===== config.mk =====
export PLATFORM = sky130hd
export DESIGN_NAME = m3it_fifo
export DESIGN_NICKNAME = d
export VERILOG_FILES = /design/src/sv/m3it_pkg.sv /design/src/sv/m3it_fifo.sv
export SDC_FILE = /design/constraint.sdc
export NUM_CORES = 1
export LEC_CHECK = 0
export ABC_AREA = 0
export BUFFER_PORTS_ARGS = -buffer_cell sky130_fd_sc_hd__buf_4
export CORE_ASPECT_RATIO = 1.1
export CORE_MARGIN = 8
export CORE_UTILIZATION = 45
export CTS_CLUSTER_DIAMETER = 150
export CTS_CLUSTER_SIZE = 28
export DETAILED_ROUTE_END_ITERATION = 6
export GPL_TIMING_DRIVEN = 0
export PLACE_DENSITY = 0.68
export SLEW_MARGIN = 20
export SYNTH_ARGS = -nofsm -noshare
export SYNTH_HDL_FRONTEND = slang
export SYNTH_SLANG_ARGS = --single-unit

===== constraint.sdc =====
create_clock -name clk -period 2.4 [get_ports clk]
set_clock_uncertainty 0.2 [all_clocks]
set_input_delay 0 -clock clk [delete_from_list [all_inputs] [get_ports clk]]
set_output_delay 0 -clock clk [all_outputs]
set_load 0.005 [all_outputs]

===== src/sv/m3it_pkg.sv =====
`default_nettype none
package m3it_pkg;

	// default element format, signed Q16.16
	localparam int DATA_WIDTH_DEF    = 32;
	localparam int FRACTION_BITS_DEF = 16;

	// matrix elements per beat
	localparam int ELEMS = 9;

	// entries in the queue between cofactor front and divider back
	localparam int QUEUE_DEPTH = 4;

	// result tuser flag positions
	localparam int USER_SINGULAR  = 0;
	localparam int USER_SATURATED = 1;
	localparam int USER_WIDTH     = 2;

endpackage
`default_nettype wire


===== src/sv/m3it_fifo.sv =====
`default_nettype none
// Small register queue, first in first out.
module m3it_fifo #(
	parameter int WIDTH = 8,
	parameter int DEPTH = m3it_pkg::QUEUE_DEPTH
) (
	input  wire              clk,
	input  wire              arst_n,
	input  wire              push_valid,
	output logic             push_ready,
	input  wire  [WIDTH-1:0] push_data,
	output logic             pop_valid,
	input  wire              pop_ready,
	output logic [WIDTH-1:0] pop_data
);

	localparam int AW = (DEPTH > 1) ? $clog2(DEPTH) : 1;
	localparam int CNTW = $clog2(DEPTH + 1);

	logic [WIDTH-1:0] mem_q [DEPTH];
	logic [AW-1:0]    wr_ptr_q, rd_ptr_q;
	logic [CNTW-1:0]  cnt_q;
	logic             push, pop;

	assign push_ready = cnt_q != CNTW'(DEPTH);
	assign pop_valid  = cnt_q != '0;
	assign push       = push_valid && push_ready;
	assign pop        = pop_valid && pop_ready;
	assign pop_data   = mem_q[rd_ptr_q];

	// storage
	always_ff @(posedge clk) begin
		if (push) begin
			mem_q[wr_ptr_q] <= push_data;
		end
	end

	// pointers and fill level
	always_ff @(posedge clk or negedge arst_n) begin
		if (!arst_n) begin
			wr_ptr_q <= '0;
			rd_ptr_q <= '0;
			cnt_q    <= '0;
		end else begin
			if (push) begin
				wr_ptr_q <= (wr_ptr_q == AW'(DEPTH - 1)) ? '0 : wr_ptr_q + AW'(1);
			end
			if (pop) begin
				rd_ptr_q <= (rd_ptr_q == AW'(DEPTH - 1)) ? '0 : rd_ptr_q + AW'(1);
			end
			if (push && !pop) begin
				cnt_q <= cnt_q + CNTW'(1);
			end else if (pop && !push) begin
				cnt_q <= cnt_q - CNTW'(1);
			end
		end
	end

endmodule
`default_nettype wire


==> results of run 1 <==
[through the flow]
step                       util  setup WS [ns]
after floorplan               -          0.137
after global placement    0.539         0.0671
after detailed placement  0.539       -0.00282
after CTS                 0.595         0.0266
after global routing      0.599        0.00643
final                     0.599         0.0543
[kinds of logic after synthesis]
family,after synthesis,share of synthesized area
fa+ha+maj,7,0.0597
buf+inv,5,0.0126
mux,13,0.153
simple gates,11,0.0455
flops,39,0.713
xor+xnor,3,0.0165
[power by group through the flow]
stage               Sequential [mW]  Combinational, mW  Clock, mW
floorplan                     0.990              0.529          0
global placement               1.00              0.793          0
detailed placement             1.02              0.835          0
CTS                           0.996              0.871      0.340
global route                   1.01              0.950      0.371
finish                        0.995              0.862      0.326
[state kept, by name (all words and copies together) (netlist names)]
register,flops
mem_q,32
cnt_q,3
rd_ptr_q,2
wr_ptr_q,2
[metal layers]
layer / global-route usage / vias up / wire [µm]
li1: - / 384 / -
met1: 0.116 / 415 / 1190
met2: 0.184 / 18 / 1480
met3: 0.0432 / 6 / 120
met4: 0.0481 / 0 / 57
met5: 0 / - / 0
[final timing paths]
kind	start	endpoint	slack, ns
setup / recovery	cnt_q[1]	cnt_q[1]	0.05
hold / removal	push_data[1]	mem_q[3][1]	0.20
setup reg to reg	cnt_q[1]	cnt_q[1]	0.05
hold reg to reg	cnt_q[2]	cnt_q[2]	0.30
max in group asynchronous	arst_n	cnt_q[0]	1.30
min in group asynchronous	arst_n	cnt_q[1]	0.45
[synth_stat cells (all sizes together)]
library cell	number	area, µm²
or3	1	7.51
mux4	8	180
or3b	1	11.3
and3	4	30.0
fa	1	20.0
nand2	1	3.75
buf	2	8.75
xnor2	1	8.76
and2	1	8.76
xor2	2	17.5
edfxtp	32	961
mux2	5	63.8
nor2	3	11.3
inv	3	11.3
dfrtp	7	175
ha	6	75.1
[timing repair]
item	4_1_cts	5_1_grt
endpoints found under the setup margin	1	2
resized for setup	1	2
hold endpoints to repair	44	0
hold buffers	12	0
gates cloned	0	0
pin swaps	0	3
buffers inserted	1	1
[layout make-up]
type                       count  area share
timing repair buffer          35       0.146
multi-input combinational     34       0.221
inverter                       3     0.00560
sequential                    39       0.565
clock inverter                 3     0.00995
tap                           48      0.0299
buffer                         2     0.00435
clock buffer                   5      0.0187
[worst reg2reg max path, cell delays in order (launching register included)]
cell and delay, ns:
dfrtp_1 0.45, or3b_4 0.43, and2_4 0.20, ha_2 0.19, inv_1 0.07, fa_2 0.43
mux2_2 0.27
==> flow_summary.toml, run 1 <==
[route]
via_per_inst = 4.87
ant_nets = 0
vias = 823
initialDrtViolationCount = 57
drcViolationCount = 0
wl_per_cell_um = 16.8
dr.pass1.iters = 4
wl_um = 2840

[clocking]
clk_pin_slew_worst_paths_ns = 0.12
cts_tree = "yes"
htree_levels = 2
clockRootBuffer = "clkbuf_4"
cts_made_buffers = 5
cts.sink_count = 39
clk_path_buf_depth = 2
clock_latency_ns = 0.34

[place]
dp_cells = 147
io_buffers = 21
gp_congestion = 0.637
place_area_um2 = 1810
hpwlAfterDp_um = 1840

[setup_path]
crit_path_top_delay_cell = "dfrtp_1"
crit_chain = "or3b_4, and2_4, ha_2, inv_1, fa_2, mux2_2"
critPathKind = "reg -> reg"
r2r_cells = 6
crit_buf_inv = 1
worst_setup_path_start_kind = "flip-flop"
cp.depth = 6
cp_max_fo = 6
max_stage_delay_ns = 0.45
crit_family = "simple AND/OR/NAND/NOR gates"
required_ns = 2.43
crit_arrival_ns = 2.38
cp-end-kind = "flip-flop"

[power_and_ir_drop]
power_switching_share = 0.303
powerDensity_nw_per_um2 = 1080
clkPwrFrac = 0.149
cellInternalPower_mw = 1.52
p_switching_uw = 662
peakVddDrop_mv = 0.461
p_seq_frac = 0.456
p_leak_nw = 0.762
pwr-share-comb = 0.395
total_power_mw = 2.18

[global_routing]
grt_pass1_wl_um = 4480
grt_max_degree = 14
grt_pass1_vias = 922
grt_remaining_overflow = 0
grt_use_total = 0.108
antenna_found_initial = 0

[run]
drv_cap = 0

[layout]
multi_input_area_um2 = 445
finalNetCount = 139
stdcell_area_um2 = 2010
diodes = 0
drive_above_1_share = 0.455
regArea_um2 = 1140
num-fill-cells = 277
layout_common_cells = "edfxtp_1, buf_4, dlygate4sd3_1"
area_growth_pct = 26.2
final_common_cell = "edfxtp_1"
fin_cells = 169

[floorplanning]
die_x_um = 72.7
ioPinCount = 22
die_h_um = 78.4
die_area_um2 = 5700
num_rows = 22
start_util = 0.475
core_um2 = 3360

[hold_path]
hp-class = "in -> reg"
hold_depth = 2

[synthesis]
synth-seq-cells = 39
synthCells = 78
yosysUniqueCellTypes = 18
synth_area_per_cell_um2 = 20.4
syn_area_um2 = 1590
ys_seq_area_frac = 0.713
synth_fp_nets = 97
yosysWarnings = 0

[sta]
fin_crit_sh = 0.977
period_needed_ns = 2.35
setup-violations-final = 0
worst_pin_slew_ns = 0.570
drv_slew = 0
max-slew-margin-rel = 0.620
holdWs_ns = 0.200
max_freq_ghz = 0.426
hold_violations = 0
tns_ns = 0
grt_setup_unrepaired = "false"

[status]
outcome = "finished clean"
No activity file was read; power rests on OpenSTA's default activity.
==> inputs of run 2 (changes only) <==
--- a/config.mk
+++ b/config.mk
@@ -9,12 +9,13 @@
 export BUFFER_PORTS_ARGS = -buffer_cell sky130_fd_sc_hd__buf_4
 export CORE_ASPECT_RATIO = 1.1
 export CORE_MARGIN = 8
-export CORE_UTILIZATION = 45
+export CORE_UTILIZATION = 40
 export CTS_CLUSTER_DIAMETER = 150
 export CTS_CLUSTER_SIZE = 28
 export DETAILED_ROUTE_END_ITERATION = 6
 export GPL_TIMING_DRIVEN = 0
-export PLACE_DENSITY = 0.68
+export PLACE_DENSITY = 0.62
+export RECOVER_POWER = 100
 export SLEW_MARGIN = 20
 export SYNTH_ARGS = -nofsm -noshare
 export SYNTH_HDL_FRONTEND = slang
==> run 2 against run 1 <==
Utilization fell by 7.8 points. Register-to-register slack gained 0.03 ns. Worst hold slack better by 0.082 ns. Maximum frequency rose by 1.5%. Non-clock buffer count unchanged. Power rose by 8.2%. Combinational power fell by 3.0%. Critical path depth is the same. Highest routed layer unchanged. Die area increased by 9.8%.
==> flow_summary.toml, run 2 (synthesized netlist as in run 1, its figures left out) <==
[clocking]
cts_made_buffers = 5
htree_levels = 2
cts_tree = "yes"
clk_path_buf_depth = 2
clockRootBuffer = "clkbuf_8"
cts.sink_count = 39
clock_latency_ns = 0.29
clk_pin_slew_worst_paths_ns = 0.07

[layout]
final_util = 0.521
largest_reg_flops = 32
fin_cells = 173
num-fill-cells = 342
final_common_cell = "edfxtp_1"
largest_registers = "mem_q: 32 flops, cnt_q: 3 flops"
area_growth_pct = 27.6
finalNetCount = 139
largest_register = "mem_q"
layout_common_cells = "edfxtp_1, dlygate4sd3_1, mux4_2, clkbuf_4, clkbuf_1"
diodes = 0
drive_above_1_share = 0.331

[floorplanning]
ioPinCount = 22
num_rows = 24
die_area_um2 = 6260
core_um2 = 3900
die_h_um = 82.2
start_util = 0.408
die_x_um = 76.2

[sta]
setup_ws_ns = 0.0885
tns_ns = 0
max_freq_ghz = 0.433
period_needed_ns = 2.31
setup-violations-final = 0
hold_violations = 0
max-slew-margin-rel = 0.632
fin_crit_sh = 0.963
drv_slew = 0
holdWs_ns = 0.282
worst_pin_slew_ns = 0.553
grt_setup_unrepaired = "false"

[place]
hpwlAfterDp_um = 1840
dpl_worst_slack_ns = 0.0194
dp_cells = 151
gp_congestion = 0.689
io_buffers = 21

[global_routing]
grt_use_total = 0.0940
antenna_found_initial = 0
grt_pass1_vias = 910
grt_pass1_wl_um = 4330
grt_remaining_overflow = 0
grt_max_degree = 14

[setup_path]
crit_arrival_ns = 2.29
critPathKind = "reg -> reg"
cp_max_fo = 6
r2r_cells = 6
rrSetupSlack_ns = 0.09
required_ns = 2.37
cp-end-kind = "flip-flop"
worst_setup_path_start_kind = "flip-flop"

[hold_path]
hold_depth = 1
hp-class = "reg -> reg"

[route]
wl_per_cell_um = 15.5
initialDrtViolationCount = 69
drcViolationCount = 0
wl_um = 2680
via_per_inst = 4.70
ant_nets = 0
vias = 813
dr.pass1.iters = 4

[power_and_ir_drop]
peakVddDrop_mv = 0.633
powerDensity_nw_per_um2 = 1160
p_leak_nw = 0.763

[status]
outcome = "finished clean"

[run]
drv_cap = 0
==> run 2: power by group <==
| part | internal, mW | switching [mW] |
|---|---|---|
| registers | 0.918 | 0.0747 |
| logic | 0.468 | 0.368 |
| clock network | 0.309 | 0.222 |
| total | 1.70 | 0.665 |
==> run 2: routing by layer <==
metal / vias to the layer above / wire length (µm) / GRT usage
met5: - / 0 / 0
met3: 5 / 112 / 0.0400
met2: 15 / 1450 / 0.166
li1: 390 / - / -
met1: 403 / 1070 / 0.0945
met4: 0 / 47 / 0.0500
==> run 2: through the flow <==
| step | area [µm²] | power [mW] |
|---|---|---|
| 6_report | 2030 | 2.36 |
| 5_1_grt | 2030 | 2.51 |
| 4_1_cts | 2060 | 2.41 |
| 3_5_place_dp | 1820 | 1.84 |
| 3_3_place_gp | 1820 | 1.81 |
| 2_1_floorplan | 1590 | 1.52 |
==> run 2: worst max-delay path, cell delays in order (launching register included) <==
cell	delay, ns
dfrtp_1	0.41
or3b_4	0.43
and2_4	0.19
ha_2	0.19
inv_1	0.07
fa_1	0.42
mux2_2	0.28
==> run 2: cell type report <==
type | count | area (µm²) | share of cell area
tap | 52 | 65.1 | 0.0320
buffer | 2 | 8.76 | 0.00431
inverter | 3 | 11.3 | 0.00554
clock inverter | 3 | 43.8 | 0.0215
timing repair buffer | 35 | 263 | 0.129
clock buffer | 5 | 68.8 | 0.0338
sequential | 39 | 1140 | 0.558
multi-input combinational | 34 | 438 | 0.215
==> run 2: repair_timing <==
action	in CTS	in global routing
hold buffers	12	0
gates resized for setup	0	4
pin swaps	0	1
setup buffers	2	0
endpoints found under the hold margin	43	0
endpoints found under the setup margin	1	2
==> run 2: worst paths after layout <==
kind / startpoint / to
setup / recovery: cnt_q[0] / cnt_q[1]
setup reg to reg: cnt_q[0] / cnt_q[1]
min in group asynchronous: arst_n / cnt_q[0]
max in group asynchronous: arst_n / wr_ptr_q[1]
hold reg to reg: cnt_q[2] / cnt_q[2]
hold / removal: cnt_q[2] / cnt_q[2]
==> inputs of run 3 (changes only) <==
--- a/config.mk
+++ b/config.mk
@@ -7,6 +7,8 @@
 export LEC_CHECK = 0
 export ABC_AREA = 0
 export BUFFER_PORTS_ARGS = -buffer_cell sky130_fd_sc_hd__buf_4
+export CELL_PAD_IN_SITES_DETAIL_PLACEMENT = 0
+export CELL_PAD_IN_SITES_GLOBAL_PLACEMENT = 1
 export CORE_ASPECT_RATIO = 1.1
 export CORE_MARGIN = 8
 export CORE_UTILIZATION = 40
@@ -14,7 +16,7 @@
 export CTS_CLUSTER_SIZE = 28
 export DETAILED_ROUTE_END_ITERATION = 6
 export GPL_TIMING_DRIVEN = 0
-export PLACE_DENSITY = 0.62
+export PLACE_DENSITY = 0.7
 export RECOVER_POWER = 100
 export SLEW_MARGIN = 20
 export SYNTH_ARGS = -nofsm -noshare
==> run 3 against run 2 <==
Final cell count down 0.58%. First-iteration DRC count is 74% lower. Critical path depth stayed put. Sequential power barely moved. Power is 0.18% lower. Utilization is 0.16 points lower. Final area down 0.31%. Flip-flop and latch count unchanged. Via count is 1.2% lower. Setup slack worse by 0.0079 ns. Clock-buffer cell count rose by 1. Largest power group unchanged. Highest routed layer unchanged.
==> flow_summary.toml, run 3 (synthesized netlist as in run 1, its figures left out) <==
[layout]
final_util = 0.520
layout_common_cells = "edfxtp_1, dlygate4sd3_1, clkbuf_1"
finalNetCount = 138
largest_reg_flops = 32
area_growth_pct = 27.2
largest_registers = "mem_q: 32 flops, cnt_q: 3 flops"
diodes = 0
largest_register = "mem_q"
num-fill-cells = 337
drive_above_1_share = 0.317
stdcell_area_um2 = 2030
final_common_cell = "edfxtp_1"

[place]
hpwlAfterDp_um = 1760
io_buffers = 21
gp_congestion = 0.639
dpl_worst_slack_ns = 0.0212
place_area_um2 = 1820

[setup_path]
worst_setup_path_start_kind = "flip-flop"
critPathKind = "reg -> reg"
crit_path_top_delay_cell = "or3b_4"
cp.depth = 6
r2r_cells = 6
crit_buf_inv = 1
crit_chain = "or3b_4, and2_4, ha_2, inv_1, fa_1, mux2_2"
crit_family = "simple AND/OR/NAND/NOR gates"
cp_max_fo = 6
cp-end-kind = "flip-flop"
crit_arrival_ns = 2.29
max_stage_delay_ns = 0.44
required_ns = 2.37

[route]
initialDrtViolationCount = 18
ant_nets = 0
drcViolationCount = 0
wl_um = 2630
wl_per_cell_um = 15.3
via_per_inst = 4.67
vias = 803
dr.pass1.iters = 4

[power_and_ir_drop]
powerDensity_nw_per_um2 = 1160
peakVddDrop_mv = 0.660
p_leak_nw = 0.758

[sta]
hold_violations = 0
grt_setup_unrepaired = "false"
max-slew-margin-rel = 0.634
setup_ws_ns = 0.0806
max_freq_ghz = 0.431
period_needed_ns = 2.32
drv_slew = 0
setup-violations-final = 0
worst_pin_slew_ns = 0.549
fin_crit_sh = 0.966
tns_ns = 0

[floorplanning]
die_x_um = 76.2
die_area_um2 = 6260
num_rows = 24
start_util = 0.408
core_um2 = 3900
die_h_um = 82.2
ioPinCount = 22

[clocking]
clk_pin_slew_worst_paths_ns = 0.07
cts_tree = "yes"
clockRootBuffer = "clkbuf_8"
cts.sink_count = 39
cts_made_buffers = 5
clk_path_buf_depth = 2
htree_levels = 2
clock_latency_ns = 0.28

[run]
drv_cap = 0

[global_routing]
grt_pass1_vias = 906
antenna_found_initial = 0
grt_use_total = 0.0899
grt_remaining_overflow = 0
grt_pass1_wl_um = 4250
grt_max_degree = 13

[hold_path]
hp-class = "reg -> reg"
hold_depth = 1

[status]
outcome = "finished clean"
run 3: where the power goes:
part,switching (mW),internal [mW]
Clock,0.215,0.336
Combinational,0.362,0.448
Sequential,0.0764,0.918
Total,0.653,1.70
run 3: final timing paths:
check / start / to / slack [ns]
setup reg to reg: cnt_q[0] / cnt_q[1] / 0.08
min in group asynchronous: arst_n / cnt_q[0] / 0.49
setup / recovery: cnt_q[0] / cnt_q[1] / 0.08
hold / removal: cnt_q[2] / cnt_q[2] / 0.29
max in group asynchronous: arst_n / rd_ptr_q[1] / 1.27
hold reg to reg: cnt_q[2] / cnt_q[2] / 0.29
run 3: area by class of cell:
type / instances / area (µm²) / share of cell area
plain buffers: 2 / 8.76 / 0.00432
clock buffers: 6 / 82.6 / 0.0407
clock inverters: 2 / 35.0 / 0.0173
inverters: 3 / 11.3 / 0.00555
multi-input cells: 34 / 438 / 0.216
flip-flops and latches: 39 / 1140 / 0.560
well taps: 52 / 65.1 / 0.0321
repair buffers: 34 / 251 / 0.124
run 3: repair_timing:
action,4_1_cts,5_1_grt
pin swaps,0,2
buffers inserted,1,0
hold endpoints to repair,43,0
endpoints found under the setup margin,1,2
hold buffers,12,0
gates resized for setup,0,4
run 3: worst register-to-register path: cells and delay by family (launching register included):
kind / cells / cell delay (ns)
and+or+nand+nor: 2 / 0.64
adders and majority gates: 2 / 0.60
DFF: 1 / 0.42
muxes: 1 / 0.28
buffers and inverters: 1 / 0.07
run 3: per-layer routing:
layer  share of wire  vias to the layer above  global-route usage
li1                -                      383                   -
met1            0.43                      399              0.0922
met4           0.014                        0              0.0346
met3           0.051                        4              0.0422
met5               0                        -                   0
met2            0.51                       17               0.159
run 3: stage by stage:
step / total power [mW] / instances / hold WS [ns]
6_report: 2.36 / 172 / 0.286
5_1_grt: 2.52 / 172 / 0.307
4_1_cts: 2.42 / 172 / 0.241
3_5_place_dp: 1.84 / 151 / -0.383
3_3_place_gp: 1.81 / 151 / -0.384
2_1_floorplan: 1.52 / 78 / -0.496
